`src/sv/sqts_pkg.sv`:
```
// Package with widths, codes and types of the queued SPI transmit sequencer.
package sqts_pkg;

   // Field widths
   localparam int ACTION_W   = 3;
   localparam int RAM_IDX_W  = 4;
   localparam int WORD_W     = 16;
   localparam int STATUS_W   = 8;
   localparam int LEVEL_W    = 3;
   localparam int VECTOR_W   = 8;
   localparam int PTR_W      = 5;
   localparam int CSR_IDX_W  = 3;
   localparam int CSR_DATA_W = 8;

   localparam int DEFAULT_QUEUE_DEPTH = 16;

   typedef logic [ACTION_W-1:0]   action_type;
   typedef logic [RAM_IDX_W-1:0]  ram_idx_type;
   typedef logic [WORD_W-1:0]     word_type;
   typedef logic [STATUS_W-1:0]   status_type;
   typedef logic [LEVEL_W-1:0]    level_type;
   typedef logic [VECTOR_W-1:0]   vector_type;
   typedef logic [PTR_W-1:0]      ptr_type;
   typedef logic [CSR_IDX_W-1:0]  csr_idx_type;
   typedef logic [CSR_DATA_W-1:0] csr_data_type;

   // Action codes
   localparam action_type ACT_TICK       = 3'd0;
   localparam action_type ACT_WR_ENABLE  = 3'd1;
   localparam action_type ACT_WR_HALT    = 3'd2;
   localparam action_type ACT_WR_STATUS  = 3'd3;
   localparam action_type ACT_WR_RAM     = 3'd4;

   // Configuration register indexes
   localparam csr_idx_type CSR_MASTER_MODE  = 3'd0;
   localparam csr_idx_type CSR_BAUD_DIVIDER = 3'd1;
   localparam csr_idx_type CSR_NEW_PTR      = 3'd2;
   localparam csr_idx_type CSR_END_PTR      = 3'd3;
   localparam csr_idx_type CSR_IRQ_ENABLE   = 3'd4;
   localparam csr_idx_type CSR_WRAP_MODE    = 3'd5;
   localparam csr_idx_type CSR_IRQ_LEVEL    = 3'd6;
   localparam csr_idx_type CSR_IRQ_VECTOR   = 3'd7;

   // Wrap modes
   localparam logic [1:0] WRAP_NONE = 2'd0;
   localparam logic [1:0] WRAP_ZERO = 2'd1;

   // Register bits
   localparam int ENABLE_BIT = 15;
   localparam int HALT_BIT   = 8;
   localparam status_type STAT_FINISHED = 8'h80;
   localparam status_type STAT_HALT_ACK = 8'h20;

   // Reset values
   localparam logic [3:0] BAUD_RESET       = 4'd4;
   localparam level_type  IRQ_LEVEL_RESET  = 3'd1;
   localparam vector_type IRQ_VECTOR_RESET = 8'd15;

endpackage

```
`src/sv/sqts_req_if.sv`:
```
// Request channel interface of the queued SPI transmit sequencer.
interface sqts_req_if;
   import sqts_pkg::*;

   logic        valid;
   logic        ready;
   action_type  action;
   ram_idx_type ram_index;
   word_type    write_value;

   modport source (output valid, output action, output ram_index, output write_value,
                   input ready);
   modport sink   (input valid, input action, input ram_index, input write_value,
                   output ready);
endinterface

```
`src/sv/sqts_rsp_if.sv`:
```
// Response channel interface of the queued SPI transmit sequencer.
interface sqts_rsp_if;
   import sqts_pkg::*;

   logic       valid;
   logic       ready;
   logic       tx_valid;
   word_type   tx_word;
   status_type status_byte;
   logic       enable_bit;
   logic       transfer_active;
   logic       irq_valid;
   vector_type irq_vector_out;
   level_type  irq_level_out;

   modport source (output valid, output tx_valid, output tx_word, output status_byte,
                   output enable_bit, output transfer_active, output irq_valid,
                   output irq_vector_out, output irq_level_out, input ready);
   modport sink   (input valid, input tx_valid, input tx_word, input status_byte,
                   input enable_bit, input transfer_active, input irq_valid,
                   input irq_vector_out, input irq_level_out, output ready);
endinterface

```
`src/sv/spi_queue_transmit_sequencer.sv`:
```
// Top level of the queued SPI transmit sequencer.
// A request beat yields its response beat in the cycle after acceptance.
// Throughput: one beat per cycle while rsp ready stays high; a new beat enters in the
// cycle its predecessor's response is taken, and input stalls while a response waits.
// Reset (synchronous): clears state and the transmit RAM and empties the output register.
module spi_queue_transmit_sequencer #(
   parameter int QUEUE_DEPTH = sqts_pkg::DEFAULT_QUEUE_DEPTH
) (
   input  logic                   clock,
   input  logic                   reset,
   sqts_req_if.sink               req_chan,
   sqts_rsp_if.source             rsp_chan,
   input  logic                   csr_we,
   input  sqts_pkg::csr_idx_type  csr_index,
   input  sqts_pkg::csr_data_type csr_wdata
);
   import sqts_pkg::*;

   localparam int IDX_W = (QUEUE_DEPTH > 1) ? $clog2(QUEUE_DEPTH) : 1;
   localparam ptr_type DEPTH_PTR = PTR_W'(QUEUE_DEPTH);

   // Configuration registers
   logic       master_ff;
   logic [3:0] baud_ff;
   logic [3:0] new_ptr_ff;
   logic [3:0] end_ptr_ff;
   logic       irq_en_ff;
   logic [1:0] wrap_ff;
   level_type  irq_lvl_ff;
   vector_type irq_vec_ff;

   // Sequencer state
   logic       active_ff,  active_in;
   ptr_type    qptr_ff,    qptr_in;
   ptr_type    delay_ff,   delay_in;
   logic       enable_ff,  enable_in;
   logic       halt_ff,    halt_in;
   status_type status_ff,  status_in;
   word_type   ram_ff [QUEUE_DEPTH];

   // Result of the current beat
   logic       tx_valid_in;
   word_type   tx_word_in;
   logic       irq_valid_in;
   vector_type irq_vec_in;
   level_type  irq_lvl_in;

   // Output register
   logic       rsp_valid_ff;
   logic       tx_valid_ff;
   word_type   tx_word_ff;
   status_type status_out_ff;
   logic       enable_out_ff;
   logic       active_out_ff;
   logic       irq_valid_ff;
   vector_type irq_vec_ff_out;
   level_type  irq_lvl_ff_out;

   logic       take;
   logic       ram_we;
   word_type   ram_rd;
   ptr_type    qptr_inc;
   logic       finish;

   assign req_chan.ready = !rsp_valid_ff || rsp_chan.ready;
   assign take = req_chan.valid && req_chan.ready;

   // Configuration writes
   always_ff @(posedge clock) begin
      if (reset) begin
         master_ff  <= 1'b0;
         baud_ff    <= BAUD_RESET;
         new_ptr_ff <= '0;
         end_ptr_ff <= '0;
         irq_en_ff  <= 1'b0;
         wrap_ff    <= WRAP_NONE;
         irq_lvl_ff <= IRQ_LEVEL_RESET;
         irq_vec_ff <= IRQ_VECTOR_RESET;
      end else if (csr_we) begin
         unique case (csr_index)
            CSR_MASTER_MODE:  master_ff  <= csr_wdata[0];
            CSR_BAUD_DIVIDER: baud_ff    <= csr_wdata[3:0];
            CSR_NEW_PTR:      new_ptr_ff <= csr_wdata[3:0];
            CSR_END_PTR:      end_ptr_ff <= csr_wdata[3:0];
            CSR_IRQ_ENABLE:   irq_en_ff  <= csr_wdata[0];
            CSR_WRAP_MODE:    wrap_ff    <= csr_wdata[1:0];
            CSR_IRQ_LEVEL:    irq_lvl_ff <= csr_wdata[2:0];
            CSR_IRQ_VECTOR:   irq_vec_ff <= csr_wdata;
            default:          master_ff  <= master_ff;
         endcase
      end
   end

   // Read the entry at the queue pointer; past the RAM it reads zero
   assign ram_rd   = (qptr_ff < DEPTH_PTR) ? ram_ff[qptr_ff[IDX_W-1:0]] : '0;
   assign qptr_inc = qptr_ff + PTR_W'(1);
   assign finish   = (qptr_inc > {1'b0, end_ptr_ff}) || (qptr_inc >= DEPTH_PTR);
   assign ram_we   = take && (req_chan.action == ACT_WR_RAM) &&
                     ({1'b0, req_chan.ram_index} < DEPTH_PTR);

   // Next state and result of one beat
   always_comb begin
      active_in    = active_ff;
      qptr_in      = qptr_ff;
      delay_in     = delay_ff;
      enable_in    = enable_ff;
      halt_in      = halt_ff;
      status_in    = status_ff;
      tx_valid_in  = 1'b0;
      tx_word_in   = '0;
      irq_valid_in = 1'b0;
      irq_vec_in   = '0;
      irq_lvl_in   = '0;
      unique case (req_chan.action)
         ACT_TICK: begin
            if (active_ff) begin
               if (delay_ff != '0) begin
                  delay_in = delay_ff - PTR_W'(1);
               end else if (!halt_ff) begin
                  // Send one word and advance
                  delay_in    = {baud_ff, 1'b0};
                  tx_valid_in = 1'b1;
                  tx_word_in  = ram_rd;
                  status_in   = {status_ff[7:4], qptr_ff[3:0]};
                  qptr_in     = qptr_inc;
                  if (finish) begin
                     active_in = 1'b0;
                     status_in = status_in | STAT_FINISHED;
                     if (wrap_ff == WRAP_NONE) begin
                        enable_in = 1'b0;
                     end
                     if (irq_en_ff) begin
                        irq_valid_in = 1'b1;
                        irq_vec_in   = irq_vec_ff | VECTOR_W'(1);
                        irq_lvl_in   = irq_lvl_ff;
                     end
                     // Restart when wrapping
                     if (wrap_ff != WRAP_NONE && master_ff && !halt_ff) begin
                        qptr_in   = (wrap_ff == WRAP_ZERO) ? '0 : {1'b0, new_ptr_ff};
                        active_in = 1'b1;
                     end
                  end
               end
            end
         end
         ACT_WR_ENABLE: begin
            active_in = 1'b0;
            status_in = status_ff | STAT_FINISHED;
            enable_in = 1'b0;
            // Start on a rising enable bit
            if (!enable_ff && req_chan.write_value[ENABLE_BIT] && master_ff && !halt_ff) begin
               qptr_in   = {1'b0, new_ptr_ff};
               active_in = 1'b1;
            end
         end
         ACT_WR_HALT: begin
            halt_in   = req_chan.write_value[HALT_BIT];
            active_in = 1'b0;
            enable_in = 1'b0;
            status_in = status_ff | STAT_FINISHED;
            if (!halt_ff && req_chan.write_value[HALT_BIT]) begin
               status_in = status_in | STAT_HALT_ACK;
            end
         end
         ACT_WR_STATUS: begin
            status_in = req_chan.write_value[STATUS_W-1:0];
         end
         default: begin
            active_in = active_ff;
         end
      endcase
   end

   // Hold state, advance on an accepted beat
   always_ff @(posedge clock) begin
      if (reset) begin
         active_ff <= 1'b0;
         qptr_ff   <= '0;
         delay_ff  <= '0;
         enable_ff <= 1'b0;
         halt_ff   <= 1'b0;
         status_ff <= STAT_FINISHED;
      end else if (take) begin
         active_ff <= active_in;
         qptr_ff   <= qptr_in;
         delay_ff  <= delay_in;
         enable_ff <= enable_in;
         halt_ff   <= halt_in;
         status_ff <= status_in;
      end
   end

   // Transmit RAM, cleared at reset
   always_ff @(posedge clock) begin
      if (reset) begin
         for (int i = 0; i < QUEUE_DEPTH; i++) begin
            ram_ff[i] <= '0;
         end
      end else if (ram_we) begin
         ram_ff[req_chan.ram_index[IDX_W-1:0]] <= req_chan.write_value;
      end
   end

   // Output register: load when empty or drained
   always_ff @(posedge clock) begin
      if (reset) begin
         rsp_valid_ff <= 1'b0;
      end else if (req_chan.ready) begin
         rsp_valid_ff <= take;
      end
   end

   always_ff @(posedge clock) begin
      if (take) begin
         tx_valid_ff    <= tx_valid_in;
         tx_word_ff     <= tx_word_in;
         status_out_ff  <= status_in;
         enable_out_ff  <= enable_in;
         active_out_ff  <= active_in;
         irq_valid_ff   <= irq_valid_in;
         irq_vec_ff_out <= irq_vec_in;
         irq_lvl_ff_out <= irq_lvl_in;
      end
   end

   assign rsp_chan.valid           = rsp_valid_ff;
   assign rsp_chan.tx_valid        = tx_valid_ff;
   assign rsp_chan.tx_word         = tx_word_ff;
   assign rsp_chan.status_byte     = status_out_ff;
   assign rsp_chan.enable_bit      = enable_out_ff;
   assign rsp_chan.transfer_active = active_out_ff;
   assign rsp_chan.irq_valid       = irq_valid_ff;
   assign rsp_chan.irq_vector_out  = irq_vec_ff_out;
   assign rsp_chan.irq_level_out   = irq_lvl_ff_out;

endmodule

```
`src/flat_wrapper.sv`:
```
// flat-port wrapper written by rule: the top's interface ports become plain ports
module spi_queue_transmit_sequencer_flat import sqts_pkg::*;
#(
   parameter int QUEUE_DEPTH = sqts_pkg::DEFAULT_QUEUE_DEPTH
)
  (clock, reset, csr_we, csr_index, csr_wdata, req_chan_valid, req_chan_action, req_chan_ram_index, req_chan_write_value, req_chan_ready, rsp_chan_valid, rsp_chan_tx_valid, rsp_chan_tx_word, rsp_chan_status_byte, rsp_chan_enable_bit, rsp_chan_transfer_active, rsp_chan_irq_valid, rsp_chan_irq_vector_out, rsp_chan_irq_level_out, rsp_chan_ready);
  sqts_req_if req_chan_i ();
  sqts_rsp_if rsp_chan_i ();
  input  logic clock;
  input  logic reset;
  input  logic csr_we;
  input  sqts_pkg::csr_idx_type csr_index;
  input  sqts_pkg::csr_data_type csr_wdata;
  input wire logic [$bits(req_chan_i.valid)-1:0] req_chan_valid;
  input wire logic [$bits(req_chan_i.action)-1:0] req_chan_action;
  input wire logic [$bits(req_chan_i.ram_index)-1:0] req_chan_ram_index;
  input wire logic [$bits(req_chan_i.write_value)-1:0] req_chan_write_value;
  output wire logic [$bits(req_chan_i.ready)-1:0] req_chan_ready;
  output wire logic [$bits(rsp_chan_i.valid)-1:0] rsp_chan_valid;
  output wire logic [$bits(rsp_chan_i.tx_valid)-1:0] rsp_chan_tx_valid;
  output wire logic [$bits(rsp_chan_i.tx_word)-1:0] rsp_chan_tx_word;
  output wire logic [$bits(rsp_chan_i.status_byte)-1:0] rsp_chan_status_byte;
  output wire logic [$bits(rsp_chan_i.enable_bit)-1:0] rsp_chan_enable_bit;
  output wire logic [$bits(rsp_chan_i.transfer_active)-1:0] rsp_chan_transfer_active;
  output wire logic [$bits(rsp_chan_i.irq_valid)-1:0] rsp_chan_irq_valid;
  output wire logic [$bits(rsp_chan_i.irq_vector_out)-1:0] rsp_chan_irq_vector_out;
  output wire logic [$bits(rsp_chan_i.irq_level_out)-1:0] rsp_chan_irq_level_out;
  input wire logic [$bits(rsp_chan_i.ready)-1:0] rsp_chan_ready;
  assign req_chan_i.valid = req_chan_valid;
  assign req_chan_i.action = req_chan_action;
  assign req_chan_i.ram_index = req_chan_ram_index;
  assign req_chan_i.write_value = req_chan_write_value;
  assign req_chan_ready = req_chan_i.ready;
  assign rsp_chan_valid = rsp_chan_i.valid;
  assign rsp_chan_tx_valid = rsp_chan_i.tx_valid;
  assign rsp_chan_tx_word = rsp_chan_i.tx_word;
  assign rsp_chan_status_byte = rsp_chan_i.status_byte;
  assign rsp_chan_enable_bit = rsp_chan_i.enable_bit;
  assign rsp_chan_transfer_active = rsp_chan_i.transfer_active;
  assign rsp_chan_irq_valid = rsp_chan_i.irq_valid;
  assign rsp_chan_irq_vector_out = rsp_chan_i.irq_vector_out;
  assign rsp_chan_irq_level_out = rsp_chan_i.irq_level_out;
  assign rsp_chan_i.ready = rsp_chan_ready;
  spi_queue_transmit_sequencer #(.QUEUE_DEPTH(QUEUE_DEPTH)) u_core (.clock(clock), .reset(reset), .req_chan(req_chan_i), .rsp_chan(rsp_chan_i), .csr_we(csr_we), .csr_index(csr_index), .csr_wdata(csr_wdata));
endmodule
```
`config.mk`:
```
export PLATFORM = sky130hd
export DESIGN_NAME = spi_queue_transmit_sequencer_flat
export DESIGN_NICKNAME = d
export VERILOG_FILES = /design/src/sv/sqts_pkg.sv /design/src/sv/sqts_req_if.sv /design/src/sv/sqts_rsp_if.sv /design/src/sv/spi_queue_transmit_sequencer.sv /design/src/flat_wrapper.sv
export SDC_FILE = /design/constraint.sdc
export NUM_CORES = 1
export LEC_CHECK = 0
export ABC_AREA = 0
export BUFFER_PORTS_ARGS = -buffer_cell sky130_fd_sc_hd__buf_4
export CAP_MARGIN = 30
export CORE_MARGIN = 4
export CORE_UTILIZATION = 60
export CTS_CLUSTER_SIZE = 25
export DETAILED_ROUTE_END_ITERATION = 10
export GPL_ROUTABILITY_DRIVEN = 0
export PLACE_DENSITY_LB_ADDON = 0.05
export SYNTH_ARGS = -nofsm -noshare
export SYNTH_HDL_FRONTEND = slang
export SYNTH_SLANG_ARGS = --single-unit
```
`constraint.sdc`:
```
create_clock -name clock -period 3.46 [get_ports clock]
set_clock_uncertainty 0.1 [all_clocks]
set_input_delay 0.173 -clock clock [delete_from_list [all_inputs] [get_ports clock]]
set_output_delay 0.173 -clock clock [all_outputs]
set_load 0.01 [all_outputs]
```
==> summary.md <==
| Metric | Value |
|---|---|
| Post-synth top flop | `edfxtp_1` |
| Syn avg cell area | `roughly 15 µm²` |
| Fraction of layout cells with a size suffix above 1 | `0.2227` |
| WP data arrival | `~2.9 ns` |
| Final Slew Violations | `0` |
| Tcrit/Tclk final | `0.8014` |
| Overflow after GRT | `0` |
| Pwr dens | `slightly below 500 mW/mm²` |
| Crit end category | `register` |
| Worst setup SP type | `register` |
| CP top delay family | `simple AND/OR/NAND/NOR gates` |
| Post-Synth Simple-Gate Area | `0.1730` |
| Largest net degree at the start of global routing | `70` |
| Reg2reg start | `u_core.rsp_chan.valid` |
| Wirelength per Cell | `22.89 µm` |
| Cell Area, Placed | `0.01640 mm²` |
| WS Path Type | `register to register` |
| Routed Antenna Nets | `0` |
| H-tree depth | `2` |
| GRT Util Overall | `0.2502` |
| Syn Inst Count | `1063` |
| Hold Path End | `u_core.ram_ff[2][7]` |
| I/O Buffers | `a little under 80` |
| I/O pin cnt | `80` |
| Post-synthesis cell type count | `57` |
| Vias | `slightly above 9000` |
| Fin util | `0.7043` |
| Netlist Area Pre-Place | `approximately 0.015 mm²` |
| Slew HR | `0.3403` |
| Worst-skew pair later-pin latency | `0.51 ns` |
| Worst Tran Pin Value | `about 0.99 ns` |
| Main combinational cell family by area after synthesis | `simple AND/OR/NAND/NOR gates` |
| CTS tree | `built` |
| Synth Area in Compound Gates | `0.02770` |
| Std-Cell Rows | `58` |
| # Max-Cap Violations | `0` |
| Register area share after synthesis | `0.6336` |
| Synth area leaders | `edfxtp_1 57%, mux4_2 12%, and2_1 11%` |
| Outcome | `completed` |
| Layout area overhead | `15.12%` |
| Critical path peak fanout | `16` |
| Die X | `168.5 µm` |
| Worst IR drop on VDD | `0.3694 mV` |
| R2r endpoint | `u_core.ram_ff[0][5]` |
| Crit path cell chain | `nor2b_1 -> inv_1 -> nand2_1 -> or4_1 -> nor3_4 -> or2_1 -> buf_4` |
| First-pass DRT Iterations | `5` |
| Peak Freq | `360.6 MHz` |
| Initial antenna violation count | `1` |
| Post-synthesis register bit count | `342` |
| Largest area contributor in the synthesized netlist | `edfxtp_1` |
| DR DRC count | `0` |
| Hold Path Origin | `req_chan_write_value[7]` |
| Root Driver | `clkbuf_16` |
| Final setup violation count | `0` |
| Maximum clock path buffer count | `3` |
| Syn Nets | `1108` |
| Clock Pin Slew Worst Setup and Hold Paths | `0.06 ns` |
| Required @ worst endpoint | `3.56 ns` |
| Mux share of post-synthesis cell area | `0.1362` |
| Die ar. | `0.02838 mm²` |
| Initial DRC Count | `975` |
| R2R depth | `7` |
| Launch point of the worst path | `u_core.rsp_chan.valid` |
| Final Instance Area | `0.01779 mm²` |
| Minimum clock period after layout | `around 2.8 ns` |
| Core area | `0.02525 mm²` |
| Initial Util | `0.6118` |
| Setup tns final | `0 ns` |
| Pleak | `6.678 nW` |
| Post-cts repair resize count | `0` |
| CP max stage delay | `~0.85 ns` |
| Vias in the first global route | `a little over 9000` |
| XOR/XNOR Fraction of Synth Area | `0.001701` |
| Ys Warns | `0` |
| CP Buf/Inv Count | `2` |
| # diodes | `0` |
| Clock Sinks | `342` |
| Flop-to-flop setup slack | `between 0.6 and 0.7 ns` |
| Unrepaired setup endpoints after global routing | `false` |
| Mean number of vias per cell | `6.026` |
| Post-layout nets | `1211` |
| Final Hold Fails | `0` |
| Synth Area in Adders | `0.004859` |
| Die Span Y | `168.5 µm` |
| Worst hold stages | `2` |
| Final HPWL DP | `22360 µm` |
| Number of CTS-inserted buffers | `35` |
| Ys async rst share | `0` |
| First-pass GRT wire length | `~54000 µm` |
| Synth top area share | `0.5714` |
| Number of flops mapped to enable cells by yosys | `294` |
| Final wirelength | `34800 µm` |
| Worst hold path class | `input pin to register` |
| CP max stage cell | `or4_1` |
## cells in the final DEF (no fill, tap or decap), types with 4 or more instances in the layout
master | Yosys | final
and2_1 | 268 | 268
nor2b_1 | 21 | 21
ha_1 | 6 | 6
a21o_1 | 5 | 5
inv_1 | 10 | 9
o21ai_0 | 26 | 14
dfxtp_1 | 48 | 46
buf_4 | 2 | 111
o21ai_1 | 0 | 12
clkbuf_1 | 45 | 7
nand2b_1 | 7 | 7
a21oi_1 | 18 | 18
mux2i_1 | 28 | 28
edfxtp_1 | 294 | 294
nor3b_1 | 9 | 9
nand4_1 | 6 | 6
clkbuf_16 | 0 | 36
mux4_2 | 80 | 80
nor2_1 | 45 | 45
clkinv_2 | 0 | 7
nor3_1 | 6 | 6
or2_2 | 4 | 4
nand2_1 | 41 | 41
nand3_1 | 15 | 15
dlygate4sd3_1 | 0 | 27
## power by group
part / internal (W) / switching, W
clock network: 0.00214 / 0.00155
registers: 0.00457 / 0.0000363
logic: 0.000156 / 0.000260
## registers in the layout, indices dropped and copies added (netlist names)
| signal | count |
|---|---|
| u_core.status_ff | 8 |
| u_core.wrap_ff | 2 |
| u_core.ram_ff | 256 |
| u_core.delay_ff | 5 |
| u_core.qptr_ff | 5 |
| u_core.rsp_chan.transfer_active | 1 |
| u_core.rsp_chan.irq_vector_out | 7 |
| u_core.rsp_chan.tx_valid | 1 |
| u_core.new_ptr_ff | 4 |
| u_core.halt_ff | 1 |
| u_core.enable_ff | 1 |
| u_core.rsp_chan.enable_bit | 1 |
| u_core.rsp_chan.irq_valid | 1 |
| u_core.irq_vec_ff | 7 |
| u_core.master_ff | 1 |
| u_core.baud_ff | 4 |
| u_core.rsp_chan.valid | 1 |
| u_core.rsp_chan.status_byte | 8 |
| u_core.irq_lvl_ff | 3 |
| u_core.irq_en_ff | 1 |
| u_core.rsp_chan.irq_level_out | 3 |
| u_core.active_ff | 1 |
| u_core.rsp_chan.tx_word | 16 |
| u_core.end_ptr_ff | 4 |
## worst max-delay path by stage
stage                                             end  slack, ns  cells past startpoint
floorplan                        u_core.ram_ff[12][0]       0.34                      6
global placement    u_core.rsp_chan.irq_vector_out[7]       0.76                      6
detailed placement  u_core.rsp_chan.irq_vector_out[1]       0.74                      6
CTS                               u_core.ram_ff[0][3]       0.72                      7
global route        u_core.rsp_chan.irq_vector_out[1]       0.51                      6
finish                            u_core.ram_ff[0][5]       0.69                      7
## per-layer routing
layer  track usage  part of all wire
met1        0.3700              0.43
met2        0.3940              0.48
met3       0.04928             0.079
met4       0.05681             0.018
met5             0           0.00037
## timing repair
action,4_1_cts,5_1_grt
hold buffers,27,0
hold endpoints to repair,170,0
buffers inserted,0,0
setup endpoints to repair,0,0
## cell usage after synthesis, types with 7 or more instances
cell / number
nor2b_1: 21
dfxtp_1: 48
nor2_1: 45
a21oi_1: 18
o21ai_0: 26
and2_1: 268
mux4_2: 80
edfxtp_1: 294
mux2i_1: 28
nand2_1: 41
inv_1: 10
nand2b_1: 7
nand3_1: 15
buf_2: 16
clkbuf_1: 45
buf_1: 8
nor3b_1: 9
## per-stage QoR
step                setup WS, ns  total power [W]  std cells  hold slack (ns)
global placement          0.7609         0.005076       1431           0.3203
floorplan                 0.3431         0.004883       1063           0.1970
global route              0.5144         0.008988       1520          0.02184
detailed placement        0.7366         0.005086       1432           0.3321
finish                    0.6871         0.008713       1520          0.01379
CTS                       0.7231         0.008777       1520         0.001096
## cell type report
type | count | area, µm²
tap | 330 | 412.9
multi-input combinational | 638 | 5306
fill | 1704 | 7468
timing repair buffer | 139 | 1124
clock buffer | 43 | 927.1
inverter | 10 | 37.54
clock inverter | 18 | 183.9
sequential | 342 | 9794
## cell families after synthesis
| kind of cell | after synthesis |
|---|---|
| AO/OA/AOI/OAI | 70 |
| XOR/XNOR | 3 |
| adder cells (fa/ha/maj) | 6 |
| buffers and inverters | 83 |
| flip-flops | 342 |
| multiplexers | 110 |
| AND/OR/NAND/NOR | 449 |
(Power assumes the default switching activity.)
